[src/gtr_pkg.sv]
// Shared types, constants and font ROM for the glyph text rasterizer.
package gtr_pkg;

	localparam int COORD_BITS_DEF = 16;
	localparam int GLYPH_BITS     = 35;
	localparam int GLYPH_COLS     = 5;
	localparam int SCALE_MAX      = 16;

	localparam logic [7:0] NEWLINE_CODE = 8'd10;

	// configuration register indexes
	localparam logic REG_PIXEL_SCALE = 1'b0;
	localparam logic REG_DRAW_COLOR  = 1'b1;

	typedef struct packed {
		logic [7:0]         char_code;
		logic               start_string;
		logic signed [15:0] origin_x;
		logic signed [15:0] origin_y;
	} in_item_t;

	typedef struct packed {
		logic signed [15:0] rect_x;
		logic signed [15:0] rect_y;
		logic [4:0]         rect_size;
		logic [23:0]        color;
		logic               last_pixel;
	} out_item_t;

	typedef struct packed {
		logic load;
		logic step;
	} dp_cmd_t;

	typedef struct packed {
		logic glyph_hit;
		logic scan_done;
		logic out_room;
	} dp_stat_t;

	typedef struct packed {
		logic       hit;
		logic [5:0] idx;
	} glyph_sel_t;

	// Map a character code to a glyph slot; lower case folds to upper.
	function automatic glyph_sel_t glyph_index(input logic [7:0] code);
		logic [7:0] c;
		glyph_sel_t r;
		c = code;
		r = '0;
		if (c >= 8'h61 && c <= 8'h7A) begin
			c = c - 8'd32;
		end
		if (c >= 8'h30 && c <= 8'h39) begin
			r.hit = 1'b1;
			r.idx = 6'(c - 8'h30);
		end else if (c >= 8'h41 && c <= 8'h5A) begin
			r.hit = 1'b1;
			r.idx = 6'(c - 8'h41 + 8'd10);
		end else if (c == 8'h2D) begin
			r.hit = 1'b1;
			r.idx = 6'd36;
		end else if (c == 8'h3A) begin
			r.hit = 1'b1;
			r.idx = 6'd37;
		end else if (c == 8'h2E) begin
			r.hit = 1'b1;
			r.idx = 6'd38;
		end
		return r;
	endfunction

	// 5x7 font, top row in the upper bits, leftmost column as MSB of a row.
	function automatic logic [GLYPH_BITS-1:0] font_rom(input logic [5:0] idx);
		logic [GLYPH_BITS-1:0] g;
		case (idx)
			6'd0:  g = {5'h0E,5'h11,5'h13,5'h15,5'h19,5'h11,5'h0E};
			6'd1:  g = {5'h04,5'h0C,5'h04,5'h04,5'h04,5'h04,5'h0E};
			6'd2:  g = {5'h0E,5'h11,5'h01,5'h02,5'h04,5'h08,5'h1F};
			6'd3:  g = {5'h0E,5'h11,5'h01,5'h0E,5'h01,5'h11,5'h0E};
			6'd4:  g = {5'h02,5'h06,5'h0A,5'h12,5'h1F,5'h02,5'h02};
			6'd5:  g = {5'h1F,5'h10,5'h10,5'h1E,5'h01,5'h11,5'h0E};
			6'd6:  g = {5'h0E,5'h11,5'h10,5'h1E,5'h11,5'h11,5'h0E};
			6'd7:  g = {5'h1F,5'h01,5'h02,5'h04,5'h04,5'h04,5'h04};
			6'd8:  g = {5'h0E,5'h11,5'h11,5'h0E,5'h11,5'h11,5'h0E};
			6'd9:  g = {5'h0E,5'h11,5'h11,5'h0F,5'h01,5'h11,5'h0E};
			6'd10: g = {5'h0E,5'h11,5'h11,5'h1F,5'h11,5'h11,5'h11};
			6'd11: g = {5'h1E,5'h11,5'h11,5'h1E,5'h11,5'h11,5'h1E};
			6'd12: g = {5'h0E,5'h11,5'h10,5'h10,5'h10,5'h11,5'h0E};
			6'd13: g = {5'h1E,5'h11,5'h11,5'h11,5'h11,5'h11,5'h1E};
			6'd14: g = {5'h1F,5'h10,5'h10,5'h1E,5'h10,5'h10,5'h1F};
			6'd15: g = {5'h1F,5'h10,5'h10,5'h1E,5'h10,5'h10,5'h10};
			6'd16: g = {5'h0E,5'h11,5'h10,5'h17,5'h11,5'h11,5'h0E};
			6'd17: g = {5'h11,5'h11,5'h11,5'h1F,5'h11,5'h11,5'h11};
			6'd18: g = {5'h1F,5'h04,5'h04,5'h04,5'h04,5'h04,5'h1F};
			6'd19: g = {5'h07,5'h02,5'h02,5'h02,5'h12,5'h12,5'h0C};
			6'd20: g = {5'h11,5'h12,5'h14,5'h18,5'h14,5'h12,5'h11};
			6'd21: g = {5'h10,5'h10,5'h10,5'h10,5'h10,5'h10,5'h1F};
			6'd22: g = {5'h11,5'h1B,5'h15,5'h11,5'h11,5'h11,5'h11};
			6'd23: g = {5'h11,5'h19,5'h15,5'h13,5'h11,5'h11,5'h11};
			6'd24: g = {5'h0E,5'h11,5'h11,5'h11,5'h11,5'h11,5'h0E};
			6'd25: g = {5'h1E,5'h11,5'h11,5'h1E,5'h10,5'h10,5'h10};
			6'd26: g = {5'h0E,5'h11,5'h11,5'h11,5'h15,5'h12,5'h0D};
			6'd27: g = {5'h1E,5'h11,5'h11,5'h1E,5'h14,5'h12,5'h11};
			6'd28: g = {5'h0F,5'h10,5'h10,5'h0E,5'h01,5'h01,5'h1E};
			6'd29: g = {5'h1F,5'h04,5'h04,5'h04,5'h04,5'h04,5'h04};
			6'd30: g = {5'h11,5'h11,5'h11,5'h11,5'h11,5'h11,5'h0E};
			6'd31: g = {5'h11,5'h11,5'h11,5'h11,5'h11,5'h0A,5'h04};
			6'd32: g = {5'h11,5'h11,5'h11,5'h15,5'h15,5'h1B,5'h11};
			6'd33: g = {5'h11,5'h11,5'h0A,5'h04,5'h0A,5'h11,5'h11};
			6'd34: g = {5'h11,5'h11,5'h0A,5'h04,5'h04,5'h04,5'h04};
			6'd35: g = {5'h1F,5'h01,5'h02,5'h04,5'h08,5'h10,5'h1F};
			6'd36: g = {5'h00,5'h00,5'h00,5'h0E,5'h00,5'h00,5'h00};
			6'd37: g = {5'h00,5'h04,5'h00,5'h00,5'h00,5'h04,5'h00};
			6'd38: g = {5'h00,5'h00,5'h00,5'h00,5'h00,5'h0C,5'h0C};
			default: g = '0;
		endcase
		return g;
	endfunction

endpackage

[src/glyph_text_rasterizer.sv]
// Top level of the 5x7 glyph text rasterizer: controller plus datapath.
//
// Takes one character per transfer and emits one filled square per lit font
// pixel, scanned row by row, top to bottom and left to right within a row.
// A character with a glyph is accepted and then scanned, one font ROM bit
// per step; a step waits while a finished square sits in the output
// register under an output stall. Newlines and codes without a glyph
// finish in the accept cycle and produce no transfer. The input is
// stalled while a scan runs; a finished square waits in the output register.
// last_pixel marks the final square of a character. Writes through the
// configuration port (index 0: pixel_scale, index 1: draw_color) are meant to
// happen only when the block is idle. A scale of 0 acts as 1, above 16 as 16.
// Pen coordinates are COORD_BITS wide and wrap; rect_x and rect_y carry
// their low 16 bits.
module glyph_text_rasterizer #(
	parameter int COORD_BITS = gtr_pkg::COORD_BITS_DEF
) (
	input  logic               clk,
	input  logic               arst_n,
	input  logic               cfg_we,
	input  logic               cfg_addr,
	input  logic [23:0]        cfg_wdata,
	input  logic               in_valid,
	output logic               in_stall,
	input  gtr_pkg::in_item_t  in_data,
	output logic               out_valid,
	input  logic               out_stall,
	output gtr_pkg::out_item_t out_data
);
	import gtr_pkg::*;

	dp_cmd_t  cmd;
	dp_stat_t stat;

	gtr_ctrl u_ctrl (
		.clk      (clk),
		.arst_n   (arst_n),
		.in_valid (in_valid),
		.in_stall (in_stall),
		.stat     (stat),
		.cmd      (cmd)
	);

	gtr_datapath #(
		.COORD_BITS (COORD_BITS)
	) u_datapath (
		.clk       (clk),
		.arst_n    (arst_n),
		.cfg_we    (cfg_we),
		.cfg_addr  (cfg_addr),
		.cfg_wdata (cfg_wdata),
		.in_data   (in_data),
		.out_data  (out_data),
		.out_valid (out_valid),
		.out_stall (out_stall),
		.cmd       (cmd),
		.stat      (stat)
	);
endmodule

[src/gtr_ctrl.sv]
// Controller state machine: accepts characters and paces the glyph scan.
module gtr_ctrl (
	input  logic              clk,
	input  logic              arst_n,
	input  logic              in_valid,
	output logic              in_stall,
	input  gtr_pkg::dp_stat_t stat,
	output gtr_pkg::dp_cmd_t  cmd
);
	import gtr_pkg::*;

	localparam logic ST_IDLE = 1'b0;
	localparam logic ST_SCAN = 1'b1;

	logic state_q;
	logic state_d;

	assign in_stall = (state_q != ST_IDLE);
	assign cmd.load = (state_q == ST_IDLE) && in_valid;
	assign cmd.step = (state_q == ST_SCAN) && stat.out_room;

	always_comb begin
		state_d = state_q;
		unique case (state_q)
			ST_IDLE: begin
				if (in_valid && stat.glyph_hit) state_d = ST_SCAN;
			end
			ST_SCAN: begin
				if (cmd.step && stat.scan_done) state_d = ST_IDLE;
			end
			default: state_d = ST_IDLE;
		endcase
	end

	always_ff @(posedge clk or negedge arst_n) begin
		if (!arst_n) begin
			state_q <= ST_IDLE;
		end else begin
			state_q <= state_d;
		end
	end

`ifndef SYNTHESIS
	a_done_to_idle: assert property (@(posedge clk) disable iff (!arst_n)
		(cmd.step && stat.scan_done) |=> (state_q == ST_IDLE))
		else $error("scan end did not return to idle");
	a_no_glyph_stays: assert property (@(posedge clk) disable iff (!arst_n)
		(cmd.load && !stat.glyph_hit) |=> (state_q == ST_IDLE))
		else $error("glyph-less character started a scan");
	a_load_when_open: assert property (@(posedge clk) disable iff (!arst_n)
		cmd.load |-> !in_stall)
		else $error("character loaded while input stalled");
`endif
endmodule

[src/gtr_datapath.sv]
// Datapath: config registers, pen state, glyph scan and output register.
module gtr_datapath #(
	parameter int COORD_BITS = gtr_pkg::COORD_BITS_DEF
) (
	input  logic              clk,
	input  logic              arst_n,
	input  logic              cfg_we,
	input  logic              cfg_addr,
	input  logic [23:0]       cfg_wdata,
	input  gtr_pkg::in_item_t in_data,
	output gtr_pkg::out_item_t out_data,
	output logic              out_valid,
	input  logic              out_stall,
	input  gtr_pkg::dp_cmd_t  cmd,
	output gtr_pkg::dp_stat_t stat
);
	import gtr_pkg::*;

	localparam int EXT_W = (COORD_BITS > 16) ? COORD_BITS : 16;

	logic [4:0]  pixel_scale_q;
	logic [23:0] draw_color_q;

	logic [COORD_BITS-1:0] pen_x_q, pen_y_q, line_start_q;
	logic [4:0]            scale_q;
	logic [GLYPH_BITS-1:0] bits_q;
	logic [5:0]            pos_q;
	logic [2:0]            col_q;
	logic [6:0]            col_off_q, row_off_q;
	logic                  out_valid_q;
	out_item_t             out_data_q;

	logic [4:0]            scale_now;
	logic [6:0]            adv_now, adv_cur;
	logic [7:0]            nl_now;
	glyph_sel_t            sel;
	logic                  is_nl;
	logic signed [EXT_W-1:0] ox_ext, oy_ext;
	logic [COORD_BITS-1:0] base_x, base_y, base_line;
	logic [COORD_BITS-1:0] sx, sy;
	logic [EXT_W-1:0]      sx_ext, sy_ext;
	logic                  lit, last;

	// clamp scale into 1..16
	always_comb begin
		if (pixel_scale_q == 5'd0) scale_now = 5'd1;
		else if (pixel_scale_q > 5'(SCALE_MAX)) scale_now = 5'(SCALE_MAX);
		else scale_now = pixel_scale_q;
	end

	assign adv_now = {scale_now, 2'b00} + {1'b0, scale_now, 1'b0};
	assign adv_cur = {scale_q, 2'b00} + {1'b0, scale_q, 1'b0};
	assign nl_now  = {scale_now, 3'b000} + {3'b000, scale_now};

	assign sel   = glyph_index(in_data.char_code);
	assign is_nl = (in_data.char_code == NEWLINE_CODE);

	assign ox_ext    = EXT_W'(in_data.origin_x);
	assign oy_ext    = EXT_W'(in_data.origin_y);
	assign base_x    = in_data.start_string ? ox_ext[COORD_BITS-1:0] : pen_x_q;
	assign base_y    = in_data.start_string ? oy_ext[COORD_BITS-1:0] : pen_y_q;
	assign base_line = in_data.start_string ? ox_ext[COORD_BITS-1:0] : line_start_q;

	assign sx     = pen_x_q + COORD_BITS'(col_off_q);
	assign sy     = pen_y_q + COORD_BITS'(row_off_q);
	assign sx_ext = EXT_W'(sx);
	assign sy_ext = EXT_W'(sy);

	assign lit  = bits_q[GLYPH_BITS-1];
	assign last = (bits_q[GLYPH_BITS-2:0] == '0);

	assign stat.glyph_hit = sel.hit && !is_nl;
	assign stat.scan_done = (pos_q == 6'(GLYPH_BITS - 1));
	assign stat.out_room  = !out_valid_q || !out_stall;

	assign out_valid = out_valid_q;
	assign out_data  = out_data_q;

	always_ff @(posedge clk or negedge arst_n) begin
		if (!arst_n) begin
			pixel_scale_q <= 5'd1;
			draw_color_q  <= 24'hFFFFFF;
		end else if (cfg_we) begin
			unique case (cfg_addr)
				REG_PIXEL_SCALE: pixel_scale_q <= cfg_wdata[4:0];
				REG_DRAW_COLOR:  draw_color_q  <= cfg_wdata;
				default: ;
			endcase
		end
	end

	// pen state
	always_ff @(posedge clk or negedge arst_n) begin
		if (!arst_n) begin
			pen_x_q      <= '0;
			pen_y_q      <= '0;
			line_start_q <= '0;
		end else if (cmd.load) begin
			line_start_q <= base_line;
			if (is_nl) begin
				pen_x_q <= base_line;
				pen_y_q <= base_y + COORD_BITS'(nl_now);
			end else begin
				pen_y_q <= base_y;
				// glyph characters advance at the end of the scan
				pen_x_q <= sel.hit ? base_x : base_x + COORD_BITS'(adv_now);
			end
		end else if (cmd.step && stat.scan_done) begin
			pen_x_q <= pen_x_q + COORD_BITS'(adv_cur);
		end
	end

	// glyph scan: one font bit per step
	always_ff @(posedge clk or negedge arst_n) begin
		if (!arst_n) begin
			bits_q    <= '0;
			pos_q     <= '0;
			col_q     <= '0;
			col_off_q <= '0;
			row_off_q <= '0;
			scale_q   <= 5'd1;
		end else if (cmd.load) begin
			bits_q    <= font_rom(sel.idx);
			pos_q     <= '0;
			col_q     <= '0;
			col_off_q <= '0;
			row_off_q <= '0;
			scale_q   <= scale_now;
		end else if (cmd.step) begin
			bits_q <= {bits_q[GLYPH_BITS-2:0], 1'b0};
			pos_q  <= pos_q + 6'd1;
			if (col_q == 3'(GLYPH_COLS - 1)) begin
				col_q     <= '0;
				col_off_q <= '0;
				row_off_q <= row_off_q + 7'(scale_q);
			end else begin
				col_q     <= col_q + 3'd1;
				col_off_q <= col_off_q + 7'(scale_q);
			end
		end
	end

	// output register
	always_ff @(posedge clk or negedge arst_n) begin
		if (!arst_n) begin
			out_valid_q <= 1'b0;
		end else if (cmd.step && lit) begin
			out_valid_q <= 1'b1;
		end else if (!out_stall) begin
			out_valid_q <= 1'b0;
		end
	end

	always_ff @(posedge clk) begin
		if (cmd.step && lit) begin
			out_data_q.rect_x     <= sx_ext[15:0];
			out_data_q.rect_y     <= sy_ext[15:0];
			out_data_q.rect_size  <= scale_q;
			out_data_q.color      <= draw_color_q;
			out_data_q.last_pixel <= last;
		end
	end

`ifndef SYNTHESIS
	a_size_range: assert property (@(posedge clk) disable iff (!arst_n)
		out_valid_q |-> (out_data_q.rect_size >= 5'd1 && out_data_q.rect_size <= 5'd16))
		else $error("square size outside 1..16");
	a_scan_frozen: assert property (@(posedge clk) disable iff (!arst_n)
		(!cmd.step && !cmd.load) |=> ($stable(bits_q) && $stable(pos_q)))
		else $error("glyph scan moved while stalled");
	a_last_clears: assert property (@(posedge clk) disable iff (!arst_n)
		(cmd.step && lit && last) |=> (bits_q == '0))
		else $error("lit bits remain after last square");
`endif
endmodule
[config.mk]
export PLATFORM = sky130hd
export DESIGN_NAME = glyph_text_rasterizer
export DESIGN_NICKNAME = d
export VERILOG_FILES = /design/src/gtr_pkg.sv /design/src/glyph_text_rasterizer.sv /design/src/gtr_ctrl.sv /design/src/gtr_datapath.sv
export SDC_FILE = /design/constraint.sdc
export NUM_CORES = 1
export LEC_CHECK = 0
export BUFFER_PORTS_ARGS = -buffer_cell sky130_fd_sc_hd__buf_2
export CAP_MARGIN = 20
export CORE_MARGIN = 1.5
export CORE_UTILIZATION = 32
export DETAILED_ROUTE_END_ITERATION = 10
export GPL_TIMING_DRIVEN = 1
export PLACE_DENSITY_LB_ADDON = 0.12
export SLEW_MARGIN = 0
export SYNTH_ARGS = -nofsm -noshare
export SYNTH_HDL_FRONTEND = slang
export SYNTH_HIERARCHICAL = 1
export SYNTH_SLANG_ARGS = --single-unit
[constraint.sdc]
create_clock -name clk -period 5.3 [get_ports clk]
set_input_delay 1.06 -clock clk [delete_from_list [all_inputs] [get_ports clk]]
set_output_delay 1.06 -clock clk [all_outputs]
set_load 0.005 [all_outputs]
==> results.md, run 1 <==
- Outcome: finished clean
- Area share of the largest cell type after synthesis: 21.4%
- Synth Area in Compound Gates: between 20 and 25%
- Count of buffers from port buffering: between 100 and 150
- Initial Util: about a third
- First drt pass iteration count: 5
- Placement Cell Area: ~15000 µm²
- Worst setup endpoint: u_datapath/pen_x_q[15]
- Netlist area before placement: ~14000 µm²
- Number of violations of the max-capacitance limit: 0
- Fmax: between 0.2 and 0.25 GHz
- Placer's final routability congestion estimate: 0.943
- Worst-case headroom to the max-slew limit: approximately 33%
- Overall Power: approximately 8.4 mW
- Mapped Nets: around 1500
- Final setup viols: 0
- Path type of the worst min-delay path: flip-flop to flip-flop
- Synthesis Warnings: 6
- Number of synthesized flops with an enable pin: 62
- Routed wirelength normalized by instance count: between 20 and 25 µm
- Reg2Reg Capture Point: u_datapath/pen_x_q[15]
- Max-slew violation count: 0
- Nature of the critical path endpoint: flip-flop
- Pin count of the biggest net entering global routing: between 70 and 80
- Area of the die: ~44000 µm²
- Number of buffers added by the clock tree synthesis step: 25
- Post-route clock period utilization: approximately 83%
- Number of vias in the routed layout: 11197
- Simple-Gate Fraction of Synth Area: a little over an eighth
- Top cells by area, synth: dfrtp_1, edfxtp_1, ha_1, mux2_2, dfstp_2
- Number of remaining DRC errors: 0
- Static leakage: ~6.6 nW
- Largest fanout on the critical path: 11
- HPWL reported at the end of detailed placement: 30400 µm
- Critical path class: flip-flop to flip-flop
- Clock edge transition at the registers on the reported setup and hold paths: roughly 0.060 ns
- Xor/xnor share of the synthesized area: roughly 5.3%
- Total grt overflow: 0
- Worst clock skew: about 0.026 ns
- Critical register-to-register path startpoint: u_datapath/pixel_scale_q[4]
- Total routing resource utilization after global routing: 18.8%
- Adder-Cell Fraction of Synth Area: 7.99%
- Final wirelength: between 40000 and 50000 µm
- Data arrival at the endpoint of the critical path: 4.86 ns
- Post-cts resize count: 0
- Core Rows: 75
- Layout overhead on the synthesized area: 15.4%
- Required time of the critical path: a little under 6 ns
- Sum of negative setup slack: 0 ns
- Maximum VDD drop: 222 µV
- Distinct cells, synth: a little over 90
- R2R depth: 14
- Core Footprint: approximately 42000 µm²
- CTS H-tree depth: 1
- Clk buf depth: 3
- Final antenna-violating net count: 0
- Final worst path period need: roughly 4.4 ns
- Global-route wire length before repair: ~65000 µm
- Post-CTS Hold Fix Bufs: 0
- RSZ-0062 raised after global routing: no
- Mean number of vias per cell: ~5.5
- Number of global-route vias before repair: between 10000 and 15000
- Fraction of the yosys area taken by sequential cells: 40.3%
- Master cell of the clock root buffer: clkbuf_16
- Prevailing post-synth register cell: dfrtp_1
- Number of buffers added for setup after CTS: 0
- Biggest area consumer among synthesized cells: dfrtp_1
- Fraction of synthesized area in multiplexers: 9.36%
- Fraction of layout cells with a size suffix above 1: approximately 22%
- Chip width: approximately 210 µm
- Initial antenna violation count: 3
- Asr flop ratio synth: between 60% and 70%
- Number of sinks driven by the clock tree: between 200 and 250
- Slack of the worst reg-to-reg path: about 0.9 ns
- Insertion delay of the later-clocked pin in the worst-skew pair: 0.54 ns
- Crit path from: u_datapath/pixel_scale_q[4]
- Kind of start point of the critical path: flip-flop
- Dominant combinational cell family by area after synthesis: compound AO/OA/AOI/OAI gates
- Number of hold-slack violations in the final timing report: 0
- Cell count after synthesis: between 1000 and 1500
- DRT iter0 DRCs: 848
- Syn Area/Cell: just under 10 µm²
- Die height: between 200 and 250 µm
- Layout Nets: 1646
- Final non-filler cell area: roughly 16000 µm²
- Number of top-level pins: 135
- Total of flip-flops plus latches after synthesis: about 200
- Actual slew at the worst max-slew pin: ~1.0 ns
- Power per unit of standard cell area: 538 nW/µm²
- TritonCTS clock tree: yes
[area by class of cell]
class,count,area (µm²)
timing repair buffer,162,927
multi-input combinational,1053,7590
antenna,1,2.50
inverter,48,181
sequential,204,5450
fill,4253,26200
clock inverter,14,130
clock buffer,31,668
tap,539,674
[state kept, by name (all words and copies together) (netlist names)]
| name | cells |
|---|---|
| u_datapath/row_off_q | 7 |
| u_datapath/draw_color_q | 24 |
| u_datapath/scale_q | 5 |
| u_datapath/pen_y_q | 16 |
| u_datapath/pos_q | 6 |
| u_datapath/line_start_q | 16 |
| u_datapath/col_q | 3 |
| u_datapath/pen_x_q | 16 |
| u_datapath/out_data | 62 |
| u_ctrl/in_stall | 1 |
| u_datapath/col_off_q | 7 |
| u_datapath/pixel_scale_q | 5 |
| u_datapath/out_valid | 1 |
| u_datapath/bits_q | 35 |
[synth_stat cells, drive strengths merged (9+ instances only)]
master and instances:
a22o 9, inv 47, o21a 14, a21oi 100
a221oi 9, xnor2 43, nor2 94, edfxtp 62
nor3 28, and3 9, nor2b 17, o211ai 16
nor4 16, clkbuf 52, a211oi 13, nand2 115
and2 14, fa 9, mux2i 50, a21o 22
dfstp 26, xor2 39, nand3 31, a31oi 19
a21boi 9, buf 26, mux2 68, ha 72
o22ai 13, dfrtp 116, o21ai 92
[placed cells by master (no fill, tap or decap), types with 39 or more instances in the layout]
cell type,instances
a21oi_1,99
buf_2,133
dfrtp_1,116
edfxtp_1,62
ha_1,72
inv_1,43
mux2_2,68
mux2i_1,50
nand2_1,115
nor2_1,92
o21ai_0,86
xnor2_1,43
xor2_1,39
[report_power, final]
| group | total, mW | internal (mW) | switching (mW) |
|---|---|---|---|
| sequential | 3.02 | 2.47 | 0.559 |
| clock | 1.69 | 0.990 | 0.700 |
| combinational | 3.69 | 1.65 | 2.04 |
[critical path, stage by stage (launching register included)]
cell and delay [ns]:
dfrtp_1 0.55, nand2b_1 0.21, inv_1 0.13, ha_1 0.24, fa_1 0.40, a21oi_1 0.15
mux2_2 0.36, ha_1 0.35, nand2_1 0.06, o21ai_0 0.39, and4_1 0.39, or3b_1 0.42
or4_1 0.41, nand3_1 0.11, a2bb2oi_2 0.13
[kinds of logic (layout without fill, tap and decap cells)]
family	Yosys count	count (layout)
compound gates	405	405
simple gates	367	367
flops	204	204
buf+inv	126	255
mux	118	118
xor+xnor	82	82
fa+ha+maj	81	81
other cells	0	1
[worst min-delay path by stage]
stage	cells past startpoint	startpoint	slack, ns	endpoint
after detailed placement	1	u_datapath/line_start_q[13]	0.49	u_datapath/line_start_q[13]
after floorplan	2	u_datapath/bits_q[34]	0.46	u_datapath/out_valid
final	1	u_datapath/line_start_q[13]	0.50	u_datapath/line_start_q[13]
after global placement	1	u_datapath/line_start_q[10]	0.49	u_datapath/line_start_q[10]
after CTS	1	u_datapath/line_start_q[13]	0.50	u_datapath/line_start_q[13]
after global routing	1	u_datapath/line_start_q[3]	0.52	u_datapath/line_start_q[3]
[routing by layer]
layer	track usage (%)	wire, µm	share of wire, %
met1	25.9	18900	46
met3	2.69	2530	6.1
met5	0	27	0.065
met2	30.5	19000	46
met4	5.97	1070	2.6
[per-stage QoR]
| step | hold slack, ns | util [%] | setup slack [ns] | cells |
|---|---|---|---|---|
| 6_report | 0.501 | 37.3 | 0.903 | 2052 |
| 3_3_place_gp | 0.486 | 35.3 | 0.719 | 2004 |
| 3_5_place_dp | 0.490 | 35.4 | 0.596 | 2005 |
| 5_1_grt | 0.517 | 37.3 | 0.579 | 2051 |
| 2_1_floorplan | 0.462 | - | 0.530 | 1383 |
| 4_1_cts | 0.504 | 37.3 | 0.887 | 2050 |
No activity file was read; power rests on OpenSTA's default activity.
==> inputs of run 2 (changes only) <==
clock period = 4.3 ns   (was 5.3 ns; I/O delays follow)
==> run 2 against run 1 <==
Via count rose by 1.0%. Core utilization rose by 1.0 points. Total power rose by 28%. First-iteration DRC count fell by 3.1%. Final cell count rose by 1.7%. Critical path depth did not move. Sequential share of layout area fell by 0.92 points. Register-to-register slack got worse by 0.63 ns. Routed wire length rose by 2.5%.
==> results.md, run 2 (same netlist as run 1, synthesis figures left out) <==
- Area of the die: 43500 µm² (unchanged)
- Number of hold-slack violations in the final timing report: 0 (unchanged)
- Placement Cell Area: 15100 µm² (+1.9%)
- Post-CTS Hold Fix Bufs: 0 (unchanged)
- Number of buffers added by the clock tree synthesis step: 26 (+4.0%)
- Initial antenna violation count: 2 (-1)
- First drt pass iteration count: 5 (unchanged)
- Number of top-level pins: 135 (unchanged)
- Sum of negative setup slack: 0 ns (unchanged)
- Least setup slack across all paths after layout: 0.270 ns (-0.633 ns)
- Total grt overflow: 0 (unchanged)
- TritonCTS clock tree: yes
- HPWL reported at the end of detailed placement: 31000 µm (+1.8%)
- Insertion delay of the later-clocked pin in the worst-skew pair: 0.53 ns (about the same)
- Fmax: 0.248 GHz (+9.1%)
- Share of total power consumed by net switching: 38.2% (-1.0 points)
- Number of buffers added for setup after CTS: 0 (unchanged)
- Total routing resource utilization after global routing: 19.6% (+0.82 points)
- CTS H-tree depth: 1 (unchanged)
- Mean number of vias per cell: 5.42 (-0.60%)
- Largest fanout on the critical path: 7 (-4)
- Pin count of the biggest net entering global routing: 108 (+37%)
- Chip width: 209 µm (unchanged)
- Data arrival at the endpoint of the critical path: 4.49 ns (-0.37 ns)
- Outcome: finished clean
- Fraction of layout cells with a size suffix above 1: 24.3% (+2.0 points)
- Initial Util: 32.3% (unchanged)
- Most common cell after layout, fill and taps aside: buf_2
- Internal power consumption: 6.65 mW (+30%)
- Core Rows: 75 (unchanged)
- Routed wirelength normalized by instance count: 20.4 µm (+0.83%)
- Number of violations of the max-capacitance limit: 0 (unchanged)
- Clock edge transition at the registers on the reported setup and hold paths: 0.06 ns (about the same)
- Number of global-route vias before repair: 11258 (+2.0%)
- Nature of the critical path endpoint: flip-flop
- Worst clock skew: 0.00771 ns (-0.0188 ns)
- Fill cell count: 4218 (-0.82%)
- Post-cts resize count: 0 (unchanged)
- Layout overhead on the synthesized area: 18.6%
- Logic gate share of total power: 43.1% (-0.8 points)
- Worst Setup Slack post-DPL: 0.0927 ns (-0.504 ns)
- Core Footprint: 41900 µm² (unchanged)
- Count of buffers from port buffering: 134 (unchanged)
- Placer's final routability congestion estimate: 0.893 (-5.3%)
- Max-slew violation count: 0 (unchanged)
- Final wirelength: 42500 µm (+2.5%)
- DRT iter0 DRCs: 822 (-3.1%)
- Path type of the worst min-delay path: input port to asynchronous set/reset pin
- Number of sinks driven by the clock tree: 204 (unchanged)
- Kind of start point of the critical path: flip-flop
- RSZ-0062 raised after global routing: no
- Maximum VDD drop: 347 µV (+56%)
- Worst-case headroom to the max-slew limit: 35.4% (+1.9 points)
- Switch Pwr: 4.11 mW (+25%)
- Final setup viols: 0 (unchanged)
- Most frequent cells in the layout: buf_2, dfrtp_1, nand2_1
- Post-route clock period utilization: 93.7% (+11 points)
- Power per unit of standard cell area: 671 nW/µm² (+25%)
- Actual slew at the worst max-slew pin: 0.967 ns (-0.0290 ns)
- Global-route wire length before repair: 67300 µm (+3.5%)
- Number of remaining DRC errors: 0 (unchanged)
- Sequential share of power: 34.6% (-1.4 points)
- Static leakage: 6.86 nW (+3.6%)
- Final antenna-violating net count: 0 (unchanged)
- Final worst path period need: 4.03 ns (-0.367 ns)
- Master cell of the clock root buffer: clkbuf_16
- Layout Nets: 1678 (+1.9%)
- Number of vias in the routed layout: 11314 (+1.0%)
- Flip-flop count of the largest register after layout: 62 (unchanged)
- Clk buf depth: 3 (unchanged)
- Final non-filler cell area: 16000 µm² (+2.7%)
- Die height: 209 µm (unchanged)
- Clock network fraction of total power: 22.3% (+2.2 points)
- Required time of the critical path: 4.76 ns (-1.01 ns)
- Critical path class: flip-flop to flip-flop
run 2: area by class of cell:
class	instances	area, µm²	area share, %
multi-input combinational	1053	7600	47.4
sequential	204	5450	34.0
timing repair buffer	193	1190	7.42
clock buffer	33	738	4.60
tap	539	674	4.20
clock inverter	15	213	1.33
inverter	48	181	1.13
antenna	1	2.50	0.0156
run 2: layer usage:
layer	track usage [%]	routed length (µm)	part of all wire, %	up-vias
met5	0	13	0.031	-
met4	6.40	1180	2.8	2
met3	2.65	2180	5.1	74
met2	32.2	19700	46	329
met1	26.8	19500	46	5506
li1	-	-	-	5403
run 2: critical path, stage by stage, from the launching register on:
cell and delay (ns):
dfrtp_1 0.47, nand2b_1 0.20, inv_1 0.14, ha_1 0.25, fa_1 0.41, a21oi_1 0.16, mux2_2 0.35, ha_1 0.34
nand2_1 0.07, o21ai_1 0.24, and4_1 0.26, or3b_1 0.40, or4_1 0.41, nand3_1 0.12, a2bb2oi_2 0.14
run 2: power groups by stage:
stage	sequential [mW]	combinational (mW)	clock (mW)
finish	3.73	4.64	2.40
global route	3.84	5.23	2.56
CTS	3.74	4.68	2.48
detailed placement	3.77	4.66	0
global placement	3.76	4.62	0
floorplan	3.52	3.32	0
run 2: stage by stage:
stage,std cells,hold WS [ns],total power [mW],util [%]
CTS,2084,0.389,10.9,38.3
global route,2085,0.414,11.6,38.3
floorplan,1383,0.462,6.84,-
global placement,2036,0.485,8.38,36.0
finish,2086,0.370,10.8,38.3
detailed placement,2036,0.494,8.43,36.0
run 2: final timing paths:
path | endpoint | cells after the start | startpoint | slack [ns]
setup / recovery | u_datapath/pen_x_q[15] | 14 | u_datapath/pixel_scale_q[4] | 0.27
hold / removal | u_datapath/col_q[1] | 1 | arst_n | 0.37
setup reg to reg | u_datapath/pen_x_q[15] | 14 | u_datapath/pixel_scale_q[4] | 0.27
hold reg to reg | u_datapath/line_start_q[11] | 1 | u_datapath/line_start_q[11] | 0.50
max in group asynchronous | u_datapath/draw_color_q[6] | 2 | arst_n | 3.06
min in group clk | u_datapath/line_start_q[11] | 1 | u_datapath/line_start_q[11] | 0.50
==> inputs of run 3 (changes only) <==
ABC_AREA = 1   (was default)
==> run 3 against run 2 <==
Total power down 9.7%. Clock power down 12%. Worst hold slack better by 0.045 ns. Synthesized cell count up 21%. Routed wire length down 2.1%. Synthesized area down 2.4%. Non-clock buffer count down 25. Combinational power down 12%. Critical path depth up 5. Core utilization down 0.49 points. Largest cell class unchanged. Largest power group unchanged.
==> results.md, run 3 <==
- TritonCTS clock tree: yes
- Initial antenna violation count: 0 (-2)
- Outcome: finished clean
- Sequential share of power: 36.3% (+1.7 points)
- Kind of start point of the critical path: flip-flop
- Maximum VDD drop: 300 µV (-14%)
- Post-route clock period utilization: 85.7% (-8.0 points)
- Number of buffers added by the clock tree synthesis step: 25 (-3.8%)
- Post-cts resize count: 0 (unchanged)
- Global-route wire length before repair: 64900 µm (-3.5%)
- Area of the die: 42500 µm² (-2.3%)
- Fraction of layout cells with a size suffix above 1: 17.3% (-7.1 points)
- Final worst hold slack: 0.415 ns (+0.0452 ns)
- Initial Util: 32.4% (+0.092 points)
- Syn Area/Cell: 7.92 µm² (-19%)
- CTS H-tree depth: 1 (unchanged)
- RSZ-0062 raised after global routing: no
- Cell count after synthesis: 1668 (+21%)
- Prevailing post-synth register cell: dfrtp_1
- DRT iter0 DRCs: 776 (-5.6%)
- HPWL reported at the end of detailed placement: 31100 µm (+0.44%)
- Number of buffers added for setup after CTS: 0 (unchanged)
- Critical register-to-register path startpoint: u_datapath/pixel_scale_q[1]
- Number of remaining DRC errors: 0 (unchanged)
- Fraction of the yosys area taken by sequential cells: 41.2% (+0.98 points)
- Most common cell in the synthesized netlist: nand2_1
- Count of buffers from port buffering: 134 (unchanged)
- Static leakage: 7.37 nW (+7.5%)
- Fill cell count: 4259 (+0.97%)
- Layout overhead on the synthesized area: 16.7%
- Switch Pwr: 3.98 mW (-3.2%)
- Placer's final routability congestion estimate: 0.909 (+1.9%)
- Final wirelength: 41700 µm (-2.1%)
- Final worst path period need: 3.68 ns (-0.345 ns)
- Number of vias in the routed layout: 11705 (+3.5%)
- Reg2Reg Capture Point: u_datapath/pen_x_q[14]
- Actual slew at the worst max-slew pin: 1.02 ns (+0.0542 ns)
- Master cell of the clock root buffer: clkbuf_16
- Power per unit of standard cell area: 630 nW/µm² (-6.0%)
- Total routing resource utilization after global routing: 19.7% (+0.033 points)
- Logic gate share of total power: 42.0% (-1.1 points)
- Core Footprint: 40700 µm² (-2.7%)
- Sum of negative setup slack: 0 ns (unchanged)
- Nature of the critical path endpoint: flip-flop
- Mapped Nets: 1820 (+19%)
- Distinct cells, synth: 57 (-39%)
- Fmax: 0.271 GHz (+9.4%)
- Die height: 206 µm (-1.2%)
- Netlist area before placement: 13200 µm² (-2.4%)
- Layout Nets: 1960 (+17%)
- Flip-flop count of the largest register after layout: 62 (unchanged)
- Pin count of the biggest net entering global routing: 93 (-14%)
- Largest fanout on the critical path: 4 (-3)
- Top cells by area, synth: dfrtp_1, edfxtp_1, nand2_1, ha_1, o21ai_0
- Path type of the worst min-delay path: input port to asynchronous set/reset pin
- Share of total power consumed by net switching: 40.9% (+2.7 points)
- Total of flip-flops plus latches after synthesis: 204 (unchanged)
- Most common cell after layout, fill and taps aside: nand2_1
- Data arrival at the endpoint of the critical path: 4.15 ns (-0.34 ns)
- Number of synthesized flops with an enable pin: 62 (unchanged)
- Total grt overflow: 0 (unchanged)
- Leading cell types by count after synthesis: nand2_1, inv_1, nor2_1, o21ai_0, dfrtp_1
- Clock edge transition at the registers on the reported setup and hold paths: 0.06 ns (about the same)
- Worst clock skew: 0.0199 ns (+0.0122 ns)
- Number of sinks driven by the clock tree: 204 (unchanged)
- Critical path class: flip-flop to flip-flop
- Synthesis Warnings: 6 (unchanged)
- Worst-case headroom to the max-slew limit: 31.2% (-4.2 points)
- Mean number of vias per cell: 4.96 (-8.5%)
- Asr flop ratio synth: 69.6% (unchanged)
- Core Rows: 74 (-1.3%)
- Post-CTS Hold Fix Bufs: 0 (unchanged)
- Final setup viols: 0 (unchanged)
- Biggest area consumer among synthesized cells: dfrtp_1
- Number of top-level pins: 135 (unchanged)
- Final antenna-violating net count: 0 (unchanged)
- Required time of the critical path: 4.76 ns (about the same)
- First drt pass iteration count: 5 (unchanged)
- Chip width: 206 µm (-1.2%)
- Routed wirelength normalized by instance count: 17.7 µm (-13%)
- Slack of the worst reg-to-reg path: 0.62 ns (+0.35 ns)
- Number of global-route vias before repair: 11321 (+0.56%)
- Number of violations of the max-capacitance limit: 0 (unchanged)
- Internal power consumption: 5.74 mW (-14%)
- Ant diodes: 0 (-1)
- Insertion delay of the later-clocked pin in the worst-skew pair: 0.54 ns (about the same)
- Clk buf depth: 3 (unchanged)
- Area share of the largest cell type after synthesis: 22.0% (+0.52 points)
- Number of hold-slack violations in the final timing report: 0 (unchanged)
- R2R depth: 19 (+5)
- Clock network fraction of total power: 21.7% (-0.6 points)
- Most frequent cells in the layout: nand2_1, inv_1, nor2_1
- Max-slew violation count: 0 (unchanged)
run 3: changes by cell type after synthesis, sizes merged, moves of 17 or more:
cell    before  now
nor2b       17    0
nor2        94  165
inv         47  176
nand3       31  118
xnor2       43   12
mux2i       50    1
nand2      115  435
o21ai       92  151
mux2        68   19
a21oi      100   83
clkbuf      52   35
a21o        22    1
run 3: worst max-delay path by stage:
| stage | from | end | slack (ns) | cells after the start |
|---|---|---|---|---|
| finish | u_datapath/pixel_scale_q[1] | u_datapath/pen_x_q[14] | 0.62 | 19 |
| detailed placement | in_data[33] | u_datapath/bits_q[33] | 0.34 | 22 |
| CTS | u_datapath/pixel_scale_q[2] | u_datapath/pen_x_q[14] | 0.63 | 19 |
| floorplan | in_data[32] | u_datapath/pen_y_q[14] | 0.14 | 21 |
| global placement | in_data[33] | u_datapath/bits_q[3] | 0.38 | 22 |
| global route | u_datapath/pixel_scale_q[2] | u_datapath/pen_x_q[14] | 0.30 | 19 |
run 3: cell type report:
cell class	count	area (µm²)	share of cell area, %
Clock inverter	14	129	0.836
Clock buffer	31	688	4.46
Inverter	177	672	4.36
Sequential cell	204	5450	35.3
Timing Repair Buffer	168	990	6.42
Multi-Input combinational cell	1232	6830	44.3
Tap cell	532	666	4.32
run 3: cell families (layout without fill, tap and decap cells):
group	after synthesis	in the layout	share of synthesized area, %
buffers and inverters	232	390	7.16
muxes	20	20	1.70
AOI/OAI and AO/OA	295	295	12.3
xor gates and xnor gates	58	58	3.85
adders and majority gates	81	81	8.18
and+or+nand+nor	778	778	25.6
DFF	204	204	41.2
run 3: critical path, cell delays in order, from the launching register on:
cell	delay [ns]
dfrtp_1	0.38
inv_1	0.13
a31oi_1	0.13
nor2_1	0.27
ha_1	0.25
fa_1	0.44
ha_1	0.36
nand3_1	0.09
nand2_1	0.11
a21oi_1	0.09
o21ai_0	0.31
a21oi_1	0.13
nor2_1	0.14
nand2_1	0.11
nor2_1	0.19
nand2_1	0.09
xor2_1	0.14
nand2_1	0.07
nand2_1	0.05
a21oi_1	0.12
run 3: through the flow:
stage | instance area, µm² | setup slack [ns] | instances | util, % | power [mW]
6_report | 15400 | 0.615 | 2358 | 37.9 | 9.72
5_1_grt | 15400 | 0.302 | 2358 | 37.9 | 10.6
4_1_cts | 15400 | 0.630 | 2358 | 37.9 | 9.85
3_5_place_dp | 14600 | 0.344 | 2313 | 35.8 | 7.67
3_3_place_gp | 14600 | 0.384 | 2312 | 35.8 | 7.63
2_1_floorplan | 13200 | 0.135 | 1668 | - | 6.20
run 3: power by group through the flow:
stage               registers, mW  clock network, mW  logic, mW
global placement             3.55                  0       4.07
detailed placement           3.56                  0       4.11
CTS                          3.54               2.19       4.13
finish                       3.52               2.11       4.08
floorplan                    3.41                  0       2.79
global route                 3.63               2.25       4.69
run 3: routing by layer:
layer	GRT usage [%]	share of wire [%]	vias to the layer above
li1	-	-	5838
met1	27.7	47	5483
met2	31.5	44	325
met3	2.14	5.3	59
met4	6.08	2.8	0
met5	0	0	-
